--- src/rtl/srde_pkg.sv ---
// ----------------------------------------------------------------------------
// srde_pkg: shared types and constants for the signed radix digit emitter
// Command and status bundles between controller and datapath, field widths,
// sign bytes and divider sizing.
// ----------------------------------------------------------------------------
package srde_pkg;

	localparam int NUM_W      = 32;
	localparam int RADIX_W    = 7;
	localparam int SLOT_W     = 6;
	localparam int CHAR_W     = 8;

	// digit buffer: at most one digit per magnitude bit
	localparam int DIG_DEPTH  = 32;
	localparam int DIG_PTR_W  = 5;

	// restoring divider: quotient bits retired per cycle
	localparam int DIV_BITS   = 4;
	localparam int DIV_CYCLES = NUM_W / DIV_BITS;
	localparam int DIV_CNT_W  = $clog2(DIV_CYCLES);

	localparam logic [CHAR_W-1:0] SIGN_PLUS  = 8'h2B;
	localparam logic [CHAR_W-1:0] SIGN_MINUS = 8'h2D;

	localparam logic ACT_LOAD    = 1'b0;
	localparam logic ACT_CONVERT = 1'b1;

	typedef enum logic [1:0] {
		RD_A,
		RD_B,
		RD_DIG
	} rd_sel_t;

	typedef enum logic [1:0] {
		OUT_SIGN,
		OUT_DIGIT,
		OUT_INVALID
	} out_src_t;

	typedef struct packed {
		logic     alpha_wr;
		logic     num_load;
		logic     a_clr;
		logic     a_inc;
		logic     b_load;
		logic     b_inc;
		logic     sym_load;
		rd_sel_t  rd_sel;
		logic     div_init;
		logic     div_step;
		logic     push;
		logic     ptr_inc;
		logic     ptr_dec;
		logic     out_load;
		out_src_t out_src;
	} srde_cmd_t;

	typedef struct packed {
		logic radix_in_range;
		logic sym_is_sign;
		logic sym_eq;
		logic a_at_end;
		logic b_at_end;
		logic div_done;
		logic quot_zero;
		logic ptr_full;
		logic ptr_zero;
		logic neg;
	} srde_sts_t;

endpackage

--- src/rtl/srde_ram.sv ---
// ----------------------------------------------------------------------------
// srde_ram: generic single-write, single-read RAM
// One write port, one read port with registered read data.
// ----------------------------------------------------------------------------
module srde_ram #(
	parameter int WIDTH = 8,
	parameter int DEPTH = 64
) (
	input  logic                     clk,
	input  logic                     we,
	input  logic [$clog2(DEPTH)-1:0] waddr,
	input  logic [WIDTH-1:0]         wdata,
	input  logic [$clog2(DEPTH)-1:0] raddr,
	output logic [WIDTH-1:0]         rdata
);

	logic [WIDTH-1:0] mem_q [DEPTH];
	logic [WIDTH-1:0] rdata_q;

	always_ff @(posedge clk) begin
		if (we) begin
			mem_q[waddr] <= wdata;
		end
		rdata_q <= mem_q[raddr];
	end

	assign rdata = rdata_q;

endmodule

--- src/rtl/srde_ctrl.sv ---
// ----------------------------------------------------------------------------
// srde_ctrl: sequencer for the signed radix digit emitter
// Caches base validity, walks the alphabet check, runs the divider per digit
// and paces the output register.
// ----------------------------------------------------------------------------
module srde_ctrl (
	input  logic                clk,
	input  logic                arst_n,
	input  logic                s_tvalid,
	output logic                s_tready,
	input  logic                s_action,
	input  logic                cfg_we,
	output logic                m_tvalid,
	input  logic                m_tready,
	input  srde_pkg::srde_sts_t sts,
	output srde_pkg::srde_cmd_t cmd
);

	typedef enum logic [3:0] {
		ST_IDLE,
		ST_VSTART,
		ST_VRDA,
		ST_VCAPA,
		ST_VRDB,
		ST_VCMP,
		ST_INV,
		ST_CINIT,
		ST_CDIV,
		ST_CPUSH,
		ST_ESIGN,
		ST_ERD,
		ST_EPUT
	} state_t;

	state_t state_q, state_d;
	logic   known_q, ok_q, m_tvalid_q;
	logic   accept, out_free, val_pass, val_fail;

	assign s_tready = (state_q == ST_IDLE);
	assign accept   = s_tvalid && s_tready;
	assign out_free = !m_tvalid_q || m_tready;
	assign m_tvalid = m_tvalid_q;

	always_comb begin
		cmd        = '0;
		cmd.rd_sel = srde_pkg::RD_DIG;
		state_d    = state_q;
		val_pass   = 1'b0;
		val_fail   = 1'b0;
		unique case (state_q)
			ST_IDLE: begin
				if (accept) begin
					if (s_action == srde_pkg::ACT_LOAD) begin
						cmd.alpha_wr = 1'b1;
					end else begin
						cmd.num_load = 1'b1;
						if (!known_q) begin
							state_d = ST_VSTART;
						end else if (ok_q) begin
							state_d = ST_CINIT;
						end else begin
							state_d = ST_INV;
						end
					end
				end
			end
			ST_VSTART: begin
				if (!sts.radix_in_range) begin
					val_fail = 1'b1;
					state_d  = ST_INV;
				end else begin
					cmd.a_clr = 1'b1;
					state_d   = ST_VRDA;
				end
			end
			ST_VRDA: begin
				cmd.rd_sel = srde_pkg::RD_A;
				state_d    = ST_VCAPA;
			end
			ST_VCAPA: begin
				cmd.rd_sel   = srde_pkg::RD_A;
				cmd.sym_load = 1'b1;
				if (sts.sym_is_sign) begin
					val_fail = 1'b1;
					state_d  = ST_INV;
				end else if (sts.a_at_end) begin
					val_pass = 1'b1;
					state_d  = ST_CINIT;
				end else begin
					cmd.b_load = 1'b1;
					state_d    = ST_VRDB;
				end
			end
			ST_VRDB: begin
				cmd.rd_sel = srde_pkg::RD_B;
				state_d    = ST_VCMP;
			end
			ST_VCMP: begin
				cmd.rd_sel = srde_pkg::RD_B;
				if (sts.sym_eq) begin
					val_fail = 1'b1;
					state_d  = ST_INV;
				end else if (sts.b_at_end) begin
					cmd.a_inc = 1'b1;
					state_d   = ST_VRDA;
				end else begin
					cmd.b_inc = 1'b1;
					state_d   = ST_VRDB;
				end
			end
			ST_INV: begin
				if (out_free) begin
					cmd.out_load = 1'b1;
					cmd.out_src  = srde_pkg::OUT_INVALID;
					state_d      = ST_IDLE;
				end
			end
			ST_CINIT: begin
				cmd.div_init = 1'b1;
				state_d      = ST_CDIV;
			end
			ST_CDIV: begin
				cmd.div_step = 1'b1;
				if (sts.div_done) begin
					state_d = ST_CPUSH;
				end
			end
			ST_CPUSH: begin
				cmd.push = 1'b1;
				if (!sts.quot_zero && !sts.ptr_full) begin
					cmd.ptr_inc  = 1'b1;
					cmd.div_init = 1'b1;
					state_d      = ST_CDIV;
				end else if (sts.neg) begin
					state_d = ST_ESIGN;
				end else begin
					state_d = ST_ERD;
				end
			end
			ST_ESIGN: begin
				if (out_free) begin
					cmd.out_load = 1'b1;
					cmd.out_src  = srde_pkg::OUT_SIGN;
					state_d      = ST_ERD;
				end
			end
			ST_ERD: begin
				state_d = ST_EPUT;
			end
			ST_EPUT: begin
				if (out_free) begin
					cmd.out_load = 1'b1;
					cmd.out_src  = srde_pkg::OUT_DIGIT;
					if (sts.ptr_zero) begin
						state_d = ST_IDLE;
					end else begin
						cmd.ptr_dec = 1'b1;
						state_d     = ST_ERD;
					end
				end
			end
			default: begin
				state_d = ST_IDLE;
			end
		endcase
	end

	always_ff @(posedge clk or negedge arst_n) begin
		if (!arst_n) begin
			state_q    <= ST_IDLE;
			known_q    <= 1'b0;
			ok_q       <= 1'b0;
			m_tvalid_q <= 1'b0;
		end else begin
			state_q <= state_d;
			if (val_pass || val_fail) begin
				known_q <= 1'b1;
				ok_q    <= val_pass;
			end
			// any change to radix or alphabet forces a fresh check
			if (cfg_we || cmd.alpha_wr) begin
				known_q <= 1'b0;
			end
			if (cmd.out_load) begin
				m_tvalid_q <= 1'b1;
			end else if (m_tready) begin
				m_tvalid_q <= 1'b0;
			end
		end
	end

	a_load_free: assert property (@(posedge clk) disable iff (!arst_n)
		cmd.out_load |-> (!m_tvalid_q || m_tready))
		else $error("output register overwritten while a request is pending");

	a_inv_not_ok: assert property (@(posedge clk) disable iff (!arst_n)
		(state_q == ST_INV) |-> !ok_q)
		else $error("invalid-base result issued with a base marked valid");

endmodule

--- src/rtl/srde_dpath.sv ---
// ----------------------------------------------------------------------------
// srde_dpath: datapath of the signed radix digit emitter
// Radix register, alphabet RAM, check counters, restoring divider,
// digit buffer and output register.
// ----------------------------------------------------------------------------
module srde_dpath #(
	parameter int MAX_SYMBOLS = 64
) (
	input  logic                                 clk,
	input  logic                                 arst_n,
	input  logic                                 cfg_we,
	input  logic [srde_pkg::RADIX_W-1:0]         cfg_radix,
	input  logic [srde_pkg::SLOT_W-1:0]          slot,
	input  logic [srde_pkg::CHAR_W-1:0]          symbol,
	input  logic signed [srde_pkg::NUM_W-1:0]    number,
	input  srde_pkg::srde_cmd_t                  cmd,
	output srde_pkg::srde_sts_t                  sts,
	output logic [srde_pkg::CHAR_W-1:0]          out_char,
	output logic                                 out_status,
	output logic                                 out_last
);

	localparam int AW = $clog2(MAX_SYMBOLS);
	localparam logic [8:0] MAX_W = 9'(MAX_SYMBOLS);

	logic [srde_pkg::RADIX_W-1:0]   radix_q;
	logic [srde_pkg::RADIX_W-1:0]   a_q, b_q;
	logic [srde_pkg::CHAR_W-1:0]    sym_a_q;
	logic                           neg_q;
	logic [srde_pkg::NUM_W-1:0]     mag_q, num_u, q_nxt;
	logic [srde_pkg::RADIX_W-1:0]   rem_q, r_nxt;
	logic [srde_pkg::RADIX_W:0]     trial;
	logic [srde_pkg::DIV_CNT_W-1:0] step_q;
	logic [srde_pkg::RADIX_W-1:0]   dig_q [srde_pkg::DIG_DEPTH];
	logic [srde_pkg::DIG_PTR_W-1:0] ptr_q;
	logic [srde_pkg::CHAR_W-1:0]    out_char_q;
	logic                           out_status_q, out_last_q;
	logic                           ram_we;
	logic [AW-1:0]                  ram_raddr;
	logic [srde_pkg::CHAR_W-1:0]    ram_rdata;

	always_ff @(posedge clk or negedge arst_n) begin
		if (!arst_n) begin
			radix_q <= '0;
		end else if (cfg_we) begin
			radix_q <= cfg_radix;
		end
	end

	// slots past the alphabet size are dropped
	assign ram_we = cmd.alpha_wr && ({3'b000, slot} < MAX_W);

	always_comb begin
		unique case (cmd.rd_sel)
			srde_pkg::RD_A:   ram_raddr = AW'(a_q);
			srde_pkg::RD_B:   ram_raddr = AW'(b_q);
			srde_pkg::RD_DIG: ram_raddr = AW'(dig_q[ptr_q]);
			default:          ram_raddr = AW'(dig_q[ptr_q]);
		endcase
	end

	srde_ram #(
		.WIDTH (srde_pkg::CHAR_W),
		.DEPTH (MAX_SYMBOLS)
	) u_alpha (
		.clk   (clk),
		.we    (ram_we),
		.waddr (AW'(slot)),
		.wdata (symbol),
		.raddr (ram_raddr),
		.rdata (ram_rdata)
	);

	// DIV_BITS restoring steps per cycle; remainder stays below radix
	assign num_u = number;

	always_comb begin
		r_nxt = rem_q;
		q_nxt = mag_q;
		trial = '0;
		for (int i = 0; i < srde_pkg::DIV_BITS; i++) begin
			trial = {r_nxt, q_nxt[srde_pkg::NUM_W-1]};
			q_nxt = {q_nxt[srde_pkg::NUM_W-2:0], 1'b0};
			if (trial >= {1'b0, radix_q}) begin
				trial    = trial - {1'b0, radix_q};
				q_nxt[0] = 1'b1;
			end
			r_nxt = trial[srde_pkg::RADIX_W-1:0];
		end
	end

	always_ff @(posedge clk) begin
		if (cmd.a_clr) begin
			a_q <= '0;
		end else if (cmd.a_inc) begin
			a_q <= a_q + 7'd1;
		end
		if (cmd.b_load) begin
			b_q <= a_q + 7'd1;
		end else if (cmd.b_inc) begin
			b_q <= b_q + 7'd1;
		end
		if (cmd.sym_load) begin
			sym_a_q <= ram_rdata;
		end
		if (cmd.num_load) begin
			neg_q <= num_u[srde_pkg::NUM_W-1];
			mag_q <= num_u[srde_pkg::NUM_W-1] ? (32'd0 - num_u) : num_u;
		end else if (cmd.div_step) begin
			mag_q <= q_nxt;
		end
		if (cmd.div_init) begin
			rem_q  <= '0;
			step_q <= '0;
		end else if (cmd.div_step) begin
			rem_q  <= r_nxt;
			step_q <= step_q + 1'b1;
		end
		if (cmd.push) begin
			dig_q[ptr_q] <= rem_q;
		end
		if (cmd.num_load) begin
			ptr_q <= '0;
		end else if (cmd.ptr_inc) begin
			ptr_q <= ptr_q + 1'b1;
		end else if (cmd.ptr_dec) begin
			ptr_q <= ptr_q - 1'b1;
		end
		if (cmd.out_load) begin
			case (cmd.out_src)
				srde_pkg::OUT_SIGN: begin
					out_char_q   <= srde_pkg::SIGN_MINUS;
					out_status_q <= 1'b0;
					out_last_q   <= 1'b0;
				end
				srde_pkg::OUT_DIGIT: begin
					out_char_q   <= ram_rdata;
					out_status_q <= 1'b0;
					out_last_q   <= (ptr_q == '0);
				end
				default: begin
					out_char_q   <= '0;
					out_status_q <= 1'b1;
					out_last_q   <= 1'b1;
				end
			endcase
		end
	end

	assign sts.radix_in_range = (radix_q >= 7'd2) && ({2'b00, radix_q} <= MAX_W);
	assign sts.sym_is_sign    = (ram_rdata == srde_pkg::SIGN_PLUS) ||
	                            (ram_rdata == srde_pkg::SIGN_MINUS);
	assign sts.sym_eq         = (ram_rdata == sym_a_q);
	assign sts.a_at_end       = ((a_q + 7'd1) == radix_q);
	assign sts.b_at_end       = ((b_q + 7'd1) == radix_q);
	assign sts.div_done       = (step_q == srde_pkg::DIV_CNT_W'(srde_pkg::DIV_CYCLES - 1));
	assign sts.quot_zero      = (mag_q == '0);
	assign sts.ptr_full       = &ptr_q;
	assign sts.ptr_zero       = (ptr_q == '0);
	assign sts.neg            = neg_q;

	assign out_char   = out_char_q;
	assign out_status = out_status_q;
	assign out_last   = out_last_q;

	a_ptr_no_wrap_up: assert property (@(posedge clk) disable iff (!arst_n)
		cmd.ptr_inc |-> !(&ptr_q))
		else $error("digit buffer overflow");

	a_ptr_no_wrap_down: assert property (@(posedge clk) disable iff (!arst_n)
		cmd.ptr_dec |-> (ptr_q != '0))
		else $error("digit pointer stepped below the first digit");

endmodule

--- src/rtl/signed_radix_digit_emitter.sv ---
// ----------------------------------------------------------------------------
// signed_radix_digit_emitter: signed integer to text in a loadable alphabet
// Top level: stream unpacking, controller and datapath.
// ----------------------------------------------------------------------------
// Usage
//   s_* carries requests. tuser = action: load writes symbol at slot into the
//   alphabet and yields nothing; convert turns number into characters.
//   m_* returns one character per beat: tuser = status (1 = base invalid,
//   tdata 0), tlast marks the final character of a conversion.
//   cfg_* writes the radix; write it only while the block is idle.
// Sequencing
//   The first convert after a load or a radix write re-checks the alphabet,
//   all pairs compared through the single RAM read port. The result is cached.
//   Digits are divided out least significant first, each by eight 4-bit
//   restoring divider steps and a push, then sent most significant first,
//   each after a fetch of its symbol; a minus sign goes before them. Up to 32
//   digits in radix 2. A cached invalid base yields one invalid character.
//   No new request is taken until a conversion has loaded its last character.
// Reset and stalls
//   Reset clears the radix to 0 (base invalid) and all control state; the
//   alphabet holds garbage until written. The output is one register: when
//   the receiver stalls the sequencer waits, and the next request is taken
//   while the final character still sits in that register.
// ----------------------------------------------------------------------------
module signed_radix_digit_emitter #(
	parameter int MAX_SYMBOLS = 64
) (
	input  logic        clk,
	input  logic        arst_n,
	input  logic        s_tvalid,
	output logic        s_tready,
	input  logic [47:0] s_tdata,   // slot[5:0], symbol[13:6], number[45:14], zero pad
	input  logic [0:0]  s_tuser,   // action[0]
	output logic        m_tvalid,
	input  logic        m_tready,
	output logic [7:0]  m_tdata,   // out_char[7:0]
	output logic [0:0]  m_tuser,   // status[0]
	output logic        m_tlast,
	input  logic        cfg_valid,
	output logic        cfg_ready,
	input  logic [6:0]  cfg_data   // radix
);

	srde_pkg::srde_cmd_t cmd;
	srde_pkg::srde_sts_t sts;
	logic                cfg_we;

	// radix writes are always taken
	assign cfg_ready = 1'b1;
	assign cfg_we    = cfg_valid && cfg_ready;

	srde_ctrl u_ctrl (
		.clk      (clk),
		.arst_n   (arst_n),
		.s_tvalid (s_tvalid),
		.s_tready (s_tready),
		.s_action (s_tuser[0]),
		.cfg_we   (cfg_we),
		.m_tvalid (m_tvalid),
		.m_tready (m_tready),
		.sts      (sts),
		.cmd      (cmd)
	);

	srde_dpath #(
		.MAX_SYMBOLS (MAX_SYMBOLS)
	) u_dpath (
		.clk        (clk),
		.arst_n     (arst_n),
		.cfg_we     (cfg_we),
		.cfg_radix  (cfg_data),
		.slot       (s_tdata[5:0]),
		.symbol     (s_tdata[13:6]),
		.number     (s_tdata[45:14]),
		.cmd        (cmd),
		.sts        (sts),
		.out_char   (m_tdata),
		.out_status (m_tuser[0]),
		.out_last   (m_tlast)
	);

endmodule
--- config.mk ---
export PLATFORM = sky130hd
export DESIGN_NAME = signed_radix_digit_emitter
export DESIGN_NICKNAME = d
export VERILOG_FILES = /design/src/rtl/srde_pkg.sv /design/src/rtl/srde_ram.sv /design/src/rtl/srde_ctrl.sv /design/src/rtl/srde_dpath.sv /design/src/rtl/signed_radix_digit_emitter.sv
export SDC_FILE = /design/constraint.sdc
export NUM_CORES = 1
export LEC_CHECK = 0
export ABC_AREA = 1
export BUFFER_PORTS_ARGS = -buffer_cell sky130_fd_sc_hd__buf_2
export CORE_ASPECT_RATIO = 1.5
export CORE_MARGIN = 2
export CORE_UTILIZATION = 35
export CTS_BUF_LIST = sky130_fd_sc_hd__clkbuf_8
export DETAILED_ROUTE_END_ITERATION = 10
export PLACE_DENSITY = 0.55
export SYNTH_ARGS = -nofsm -noshare
export SYNTH_HDL_FRONTEND = slang
export SYNTH_HIERARCHICAL = 1
export SYNTH_SLANG_ARGS = --single-unit
--- constraint.sdc ---
create_clock -name clk -period 11.83 [get_ports clk]
set_input_delay 1.7745 -clock clk [delete_from_list [all_inputs] [get_ports clk]]
set_output_delay 1.7745 -clock clk [all_outputs]
set_load 0.005 [all_outputs]
==> impl_metrics.env, run 1 <==
export IMPL_status="finished clean"
export IMPL_crit_top_cell="nand2_1"
export IMPL_drv_slew=0
export IMPL_min_delay_path_class="flip-flop to flip-flop"
export IMPL_finClkSkew_ns=0.03649
export IMPL_port_buffers=70
export IMPL_maxCapViolations=0
export IMPL_worstMarginPinSlew_ns=1.099
export IMPL_grt_pass1_vias=23880
export IMPL_finalCritPeriodShare=0.6070
export IMPL_cp_required_ns=12.50
export IMPL_nets=3536
export IMPL_drc_errors=0
export IMPL_numCtsBuffers=132
export IMPL_place_inst=4687
export IMPL_period_needed_ns=7.180
export IMPL_dieArea_um2=106500
export IMPL_grt_usage=0.1712
export IMPL_cp_end_kind="flip-flop"
export IMPL_avgSynthCellArea_um2=10.83
export IMPL_synth_main_ff_cell="edfxtp_1"
export IMPL_initial_utilization=0.3532
export IMPL_cts_sinks=811
export IMPL_crit_path_top_delay_cell="dfrtp_1"
export IMPL_hpwl_um=56350
export IMPL_timing_rr_start="u_dpath/radix_q[1]$_DFFE_PN0P_"
export IMPL_max_slew_margin_rel=0.2580
export IMPL_cts_tree="done"
export IMPL_hold_buffers=0
export IMPL_cts_resized=0
export IMPL_hold_viol=0
export IMPL_nFillCells=9998
export IMPL_rr_worst_depth=47
export IMPL_synth_edf_count=762
export IMPL_drtIter0Drc=1617
export IMPL_clk_latency_ns=0.79
export IMPL_grt_pass1_wl_um=138000
export IMPL_async_flop_share=0.01726
export IMPL_antenna_found_initial=1
export IMPL_yosys_warnings=6
export IMPL_wl_um=91670
export IMPL_grt_max_degree=177
export IMPL_endpoint="u_dpath/rem_q[6]$_SDFFE_PP0P_"
export IMPL_syn_num_nets=3458
export IMPL_ys_ff_latch=811
export IMPL_seq_area_frac_synth=0.6586
export IMPL_routed_via_density=4.956
export IMPL_syn_to_final_growth_pct=10.19
export IMPL_startpoint_type="flip-flop"
export IMPL_cts_buffer_depth=3
export IMPL_core_area_um2=102900
export IMPL_crit_arrival_ns=7.85
export IMPL_cts_htree_levels=4
export IMPL_via_count=24340
export IMPL_tns_ns=0
export IMPL_critPathMaxStageDelay_ns=0.61
export IMPL_drt_pass1_iter_count=6
export IMPL_root_buffer="clkbuf_8"
export IMPL_die_y_um=398.6
export IMPL_synth_cells=3356
export IMPL_cts_setup_buffers=0
export IMPL_r2r_end="u_dpath/rem_q[6]$_SDFFE_PP0P_"
export IMPL_num_rows=144
export IMPL_netlist_area_um2=36340
export IMPL_setup_viol=0
export IMPL_instances_no_fill=4912
export IMPL_gr_total_overflow=0
export IMPL_wire_per_inst_um=18.66
export IMPL_r2r_slack_ns=4.65
export IMPL_rsz0062_at_grt="no"
export IMPL_crit_start="u_dpath/radix_q[1]$_DFFE_PN0P_"
export IMPL_clk_pin_slew_ns=0.06
export IMPL_crit_type="flip-flop to flip-flop"
export IMPL_detail_route_antenna_nets=0
export IMPL_synth_distinct_cells=61
export IMPL_fmax_ghz=0.1393
export IMPL_crit_fanout=14
export IMPL_io_pins=74
export IMPL_die_x_um=267.1
export IMPL_drive_above_1_share=0.09850
export IMPL_gp_congestion=0.8680
-- cells by family after synthesis --
kind of cell	Yosys count	synth area share
buffers and inverters	338	0.04669
muxes	2	0.0005853
other	1	0.0001032
xor gates and xnor gates	63	0.01518
AOI/OAI and AO/OA	330	0.05158
DFF	811	0.6586
adders and majority gates	41	0.01515
and+or+nand+nor	1770	0.2121
-- state kept, by name, summed over array words and instances (netlist names), 3 cells and up, named ones only --
signal,cells
u_ctrl/state_q,4
u_dpath/a_q,7
u_dpath/b_q,7
u_dpath/dig_q,192
u_dpath/mag_q,32
u_dpath/out_char,8
u_dpath/ptr_q,5
u_dpath/radix_q,7
u_dpath/rem_q,7
u_dpath/step_q,3
u_dpath/sym_a_q,8
u_dpath/u_alpha/mem_q,512
u_dpath/u_alpha/rdata,8
-- metal layers --
| metal | vias to the layer above | wire length (um) | track usage |
|---|---|---|---|
| met2 | 505 | 49740 | 0.3230 |
| met3 | 163 | 3504 | 0.02554 |
| met5 | - | 0 | 0 |
| met1 | 11780 | 35380 | 0.1900 |
| met4 | 0 | 3050 | 0.07143 |
| li1 | 11890 | - | - |
-- placed cells by master, fill, tap and decap left out, types with 4 or more instances in the layout --
master,count
nor2_2,4
nand2_2,16
fa_1,5
xnor2_1,22
a31oi_1,7
o21ai_0,184
a21oi_2,5
clkinv_2,8
ha_1,36
inv_2,9
nand3_4,7
nand2_1,862
inv_6,8
o22ai_1,50
nand3_2,5
nand3_1,505
nor4_1,17
nor2_4,6
xor2_1,41
nand4_1,27
dfxtp_1,34
a21oi_1,44
o21ai_1,4
clkbuf_8,132
edfxtp_1,762
nor3_1,16
dfrtp_1,14
clkinvlp_4,5
nor2_1,288
buf_4,45
or2_2,5
clkinv_1,23
o221ai_1,9
inv_1,198
buf_2,70
-- synthesized netlist by cell type, types with 3 or more instances --
master / count / area share
nand2_1: 862 / 0.089
a31oi_1: 7 / 0.0012
nor2_2: 4 / 0.00069
clkbuf_1: 62 / 0.0064
nor3_1: 16 / 0.0022
nor4_1: 17 / 0.0029
dfrtp_1: 14 / 0.0096
xnor2_1: 22 / 0.0053
inv_2: 8 / 0.00083
nor2_1: 288 / 0.030
o21ai_1: 4 / 0.00055
or2_2: 5 / 0.00086
nor2_4: 6 / 0.0019
buf_4: 17 / 0.0035
nand2_2: 16 / 0.0028
o21a_1: 3 / 0.00062
nand4_1: 27 / 0.0046
nor3_2: 3 / 0.00083
o22ai_1: 50 / 0.0086
nand3_2: 5 / 0.0014
nand3_1: 507 / 0.070
inv_1: 156 / 0.016
a21oi_2: 5 / 0.0012
xor2_1: 41 / 0.0099
buf_1: 12 / 0.0012
buf_2: 41 / 0.0056
nand3_4: 5 / 0.0024
a21oi_1: 44 / 0.0061
buf_6: 38 / 0.012
o211ai_1: 3 / 0.00062
o21bai_1: 3 / 0.00062
nand2_4: 3 / 0.00093
ha_1: 36 / 0.012
o21ai_0: 184 / 0.025
edfxtp_1: 762 / 0.63
fa_1: 5 / 0.0028
o221ai_1: 10 / 0.0024
dfxtp_1: 35 / 0.019
-- area by class of cell --
type / count / area (um2) / share of cell area
Sequential cell: 811 / 23930 / 0.5977
Multi-Input combinational cell: 2207 / 10740 / 0.2682
Clock buffer: 132 / 1817 / 0.04537
Tap cell: 1387 / 1735 / 0.04334
Timing Repair Buffer: 116 / 708.2 / 0.01769
Inverter: 166 / 630.6 / 0.01575
Clock inverter: 91 / 471.7 / 0.01178
Antenna cell: 2 / 5.005 / 0.0001250
-- critical path: cells and delay by family, from the launching register on --
family	cells	cell delay (ns)
buffers and inverters	7	0.79
AND/OR/NAND/NOR	28	2.66
flip-flops	1	0.61
adder cells (fa/ha/maj)	4	1.58
AO/OA/AOI/OAI	8	1.43
-- metrics by stage --
stage                     setup slack [ns]  utilization  hold WS (ns)  cell area [um2]
after detailed placement             4.675       0.3669        0.4620            37750
after global placement               4.654       0.3669        0.4481            37750
after floorplan                      5.674            -        0.4238            36340
final                                4.650       0.3892        0.4698            40040
after global routing                 3.808       0.3892        0.4938            40040
after CTS                            4.642       0.3892        0.4711            40040
-- worst min path at each step --
stage                                      from                        endpoint  depth (start not counted)
6_report         u_dpath/step_q[1]$_SDFFE_PP0P_  u_dpath/step_q[1]$_SDFFE_PP0P_                          2
5_1_grt          u_dpath/step_q[2]$_SDFFE_PP0P_  u_dpath/step_q[2]$_SDFFE_PP0P_                          2
4_1_cts          u_dpath/step_q[2]$_SDFFE_PP0P_  u_dpath/step_q[2]$_SDFFE_PP0P_                          2
3_5_place_dp     u_dpath/step_q[2]$_SDFFE_PP0P_  u_dpath/step_q[2]$_SDFFE_PP0P_                          2
3_3_place_gp   u_dpath/u_alpha/rdata[0]$_DFF_P_    u_dpath/sym_a_q[0]$_DFFE_PP_                          0
2_1_floorplan  u_dpath/u_alpha/rdata[0]$_DFF_P_    u_dpath/sym_a_q[0]$_DFFE_PP_                          0
Power of run 1 is left out: the tool's default activity adds up to more than one toggle a clock period on the data nets, which glitch-free logic cannot reach.
==> run 2, diff against run 1 <==
clock period = 7.1 ns   (was 11.83 ns; I/O delays follow)
==> run 2 against run 1 <==
Against the previous run: sequential share of layout area shrank 0.66 points; highest routed layer unchanged; design area up 1.1%; largest cell class unchanged; final cell count rose by 0.65%; worst setup slack worse by 4.1 ns; count of clock-buffer cells in the layout is 4 higher.
==> impl_metrics.env, run 2 (synthesized netlist as in run 1, its figures left out) <==
export IMPL_setup_viol=0
export IMPL_worstMarginPinSlew_ns=1.085
export IMPL_crit_top_cell="nand2_1"
export IMPL_grt_pass1_vias=24200
export IMPL_drive_above_1_share=0.1088
export IMPL_timing_rr_start="u_dpath/mag_q[31]$_DFFE_PP_"
export IMPL_crit_fanout=14
export IMPL_clk_latency_ns=0.79
export IMPL_root_buffer="clkbuf_8"
export IMPL_drc_errors=0
export IMPL_hold_buffers=0
export IMPL_period_needed_ns=6.589
export IMPL_wire_per_inst_um=18.89
export IMPL_startpoint_type="flip-flop"
export IMPL_crit_arrival_ns=7.31
export IMPL_gp_congestion=0.8595
export IMPL_critPathMaxStageDelay_ns=0.40
export IMPL_rsz0062_at_grt="no"
export IMPL_timing_hold_ws_ns=0.1964
export IMPL_drv_slew=0
export IMPL_port_buffers=70
export IMPL_max_slew_margin_rel=0.2677
export IMPL_fmax_ghz=0.1518
export IMPL_finClkSkew_ns=0.02994
export IMPL_crit_path_top_delay_cell="fa_1"
export IMPL_r2r_slack_ns=0.51
export IMPL_die_x_um=267.1
export IMPL_finalCritPeriodShare=0.9280
export IMPL_numCtsBuffers=134
export IMPL_die_y_um=398.6
export IMPL_antenna_found_initial=1
export IMPL_cts_sinks=811
export IMPL_setup_ws_ns=0.5114
export IMPL_cts_htree_levels=4
export IMPL_grt_usage=0.1747
export IMPL_routed_via_density=4.984
export IMPL_via_count=24640
export IMPL_largest_reg_flops=512
export IMPL_cts_buffer_depth=3
export IMPL_drtIter0Drc=1677
export IMPL_num_rows=144
export IMPL_cp_required_ns=7.82
export IMPL_core_area_um2=102900
export IMPL_met2_usage=0.3224
export IMPL_drt_pass1_iter_count=5
export IMPL_wl_um=93400
export IMPL_dieArea_um2=106500
export IMPL_initial_utilization=0.3532
export IMPL_grt_busiest_layer="met2"
export IMPL_grt_pass1_wl_um=140800
export IMPL_detail_route_antenna_nets=0
export IMPL_maxCapViolations=0
export IMPL_largestRegisters="u_dpath/u_alpha/mem_q (512), u_dpath/dig_q (192), u_dpath/mag_q (32)"
export IMPL_status="finished clean"
export IMPL_min_delay_path_class="input port to async pin"
export IMPL_grt_max_degree=97
export IMPL_cp_end_kind="flip-flop"
export IMPL_crit_type="flip-flop to flip-flop"
export IMPL_nets=3556
export IMPL_most_common_layout_cells="862 x nand2_1, 762 x edfxtp_1, 505 x nand3_1, 288 x nor2_1, 201 x inv_1"
export IMPL_syn_to_final_growth_pct=11.41
export IMPL_cts_tree="done"
export IMPL_r2r_end="u_dpath/rem_q[5]$_SDFFE_PP0P_"
export IMPL_grt_util_met1=0.1974
export IMPL_hpwl_um=58090
export IMPL_regMostFlops="u_dpath/u_alpha/mem_q"
export IMPL_dp_slack_ns=0.1547
export IMPL_hold_viol=0
export IMPL_gr_total_overflow=0
export IMPL_grt_use_met3=0.02992
export IMPL_tns_ns=0
export IMPL_final_common_cell="nand2_1"
export IMPL_clk_pin_slew_ns=0.06
export IMPL_io_pins=74
export IMPL_rr_worst_depth=50
## run 2: worst max-delay path by stage
| stage | start | slack, ns | end |
|---|---|---|---|
| 6_report | u_dpath/mag_q[31]$_DFFE_PP_ | 0.51 | u_dpath/rem_q[5]$_SDFFE_PP0P_ |
| 4_1_cts | u_dpath/mag_q[31]$_DFFE_PP_ | 0.13 | u_dpath/rem_q[5]$_SDFFE_PP0P_ |
| 3_3_place_gp | u_dpath/mag_q[31]$_DFFE_PP_ | 0.21 | u_dpath/rem_q[5]$_SDFFE_PP0P_ |
| 2_1_floorplan | u_dpath/radix_q[1]$_DFFE_PN0P_ | 0.94 | u_dpath/rem_q[1]$_SDFFE_PP0P_ |
| 5_1_grt | u_dpath/mag_q[31]$_DFFE_PP_ | 0.003 | u_dpath/rem_q[5]$_SDFFE_PP0P_ |
| 3_5_place_dp | u_dpath/mag_q[31]$_DFFE_PP_ | 0.15 | u_dpath/rem_q[5]$_SDFFE_PP0P_ |
## run 2: per-layer routing
| layer | up-vias | wire (um) |
|---|---|---|
| met4 | 0 | 3291 |
| met5 | - | 0 |
| met3 | 184 | 3808 |
| li1 | 11940 | - |
| met1 | 11930 | 36520 |
| met2 | 586 | 49780 |
## run 2: area by class of cell
class | instances | area (um2)
repair buffers | 134 | 905.9
clock buffers | 136 | 1872
inverters | 166 | 630.6
well taps | 1387 | 1735
diodes | 1 | 2.502
flip-flops and latches | 811 | 23930
clock inverters | 102 | 640.6
fillers | 10030 | 62390
multi-input cells | 2207 | 10760
## run 2: through the flow
stage	cell area, um2	utilization	instances
floorplan	36340	-	3356
global placement	37900	0.3684	4699
detailed placement	37900	0.3684	4699
CTS	40410	0.3928	4937
global route	40490	0.3935	4944
finish	40490	0.3935	4944
## run 2: repair_timing
item	in CTS	in global routing
hold endpoints to repair	0	0
setup buffers	0	6
endpoints found under the setup margin	0	8
resized for setup	0	9
## run 2: worst max-delay path: cells and delay by family (launching register included)
family / cells / cell delay (ns)
buf+inv: 8 / 0.63
simple gates: 28 / 2.67
compound gates: 9 / 1.20
fa+ha+maj: 5 / 1.62
flops: 1 / 0.38
Power of run 2 is left out for the same reason.
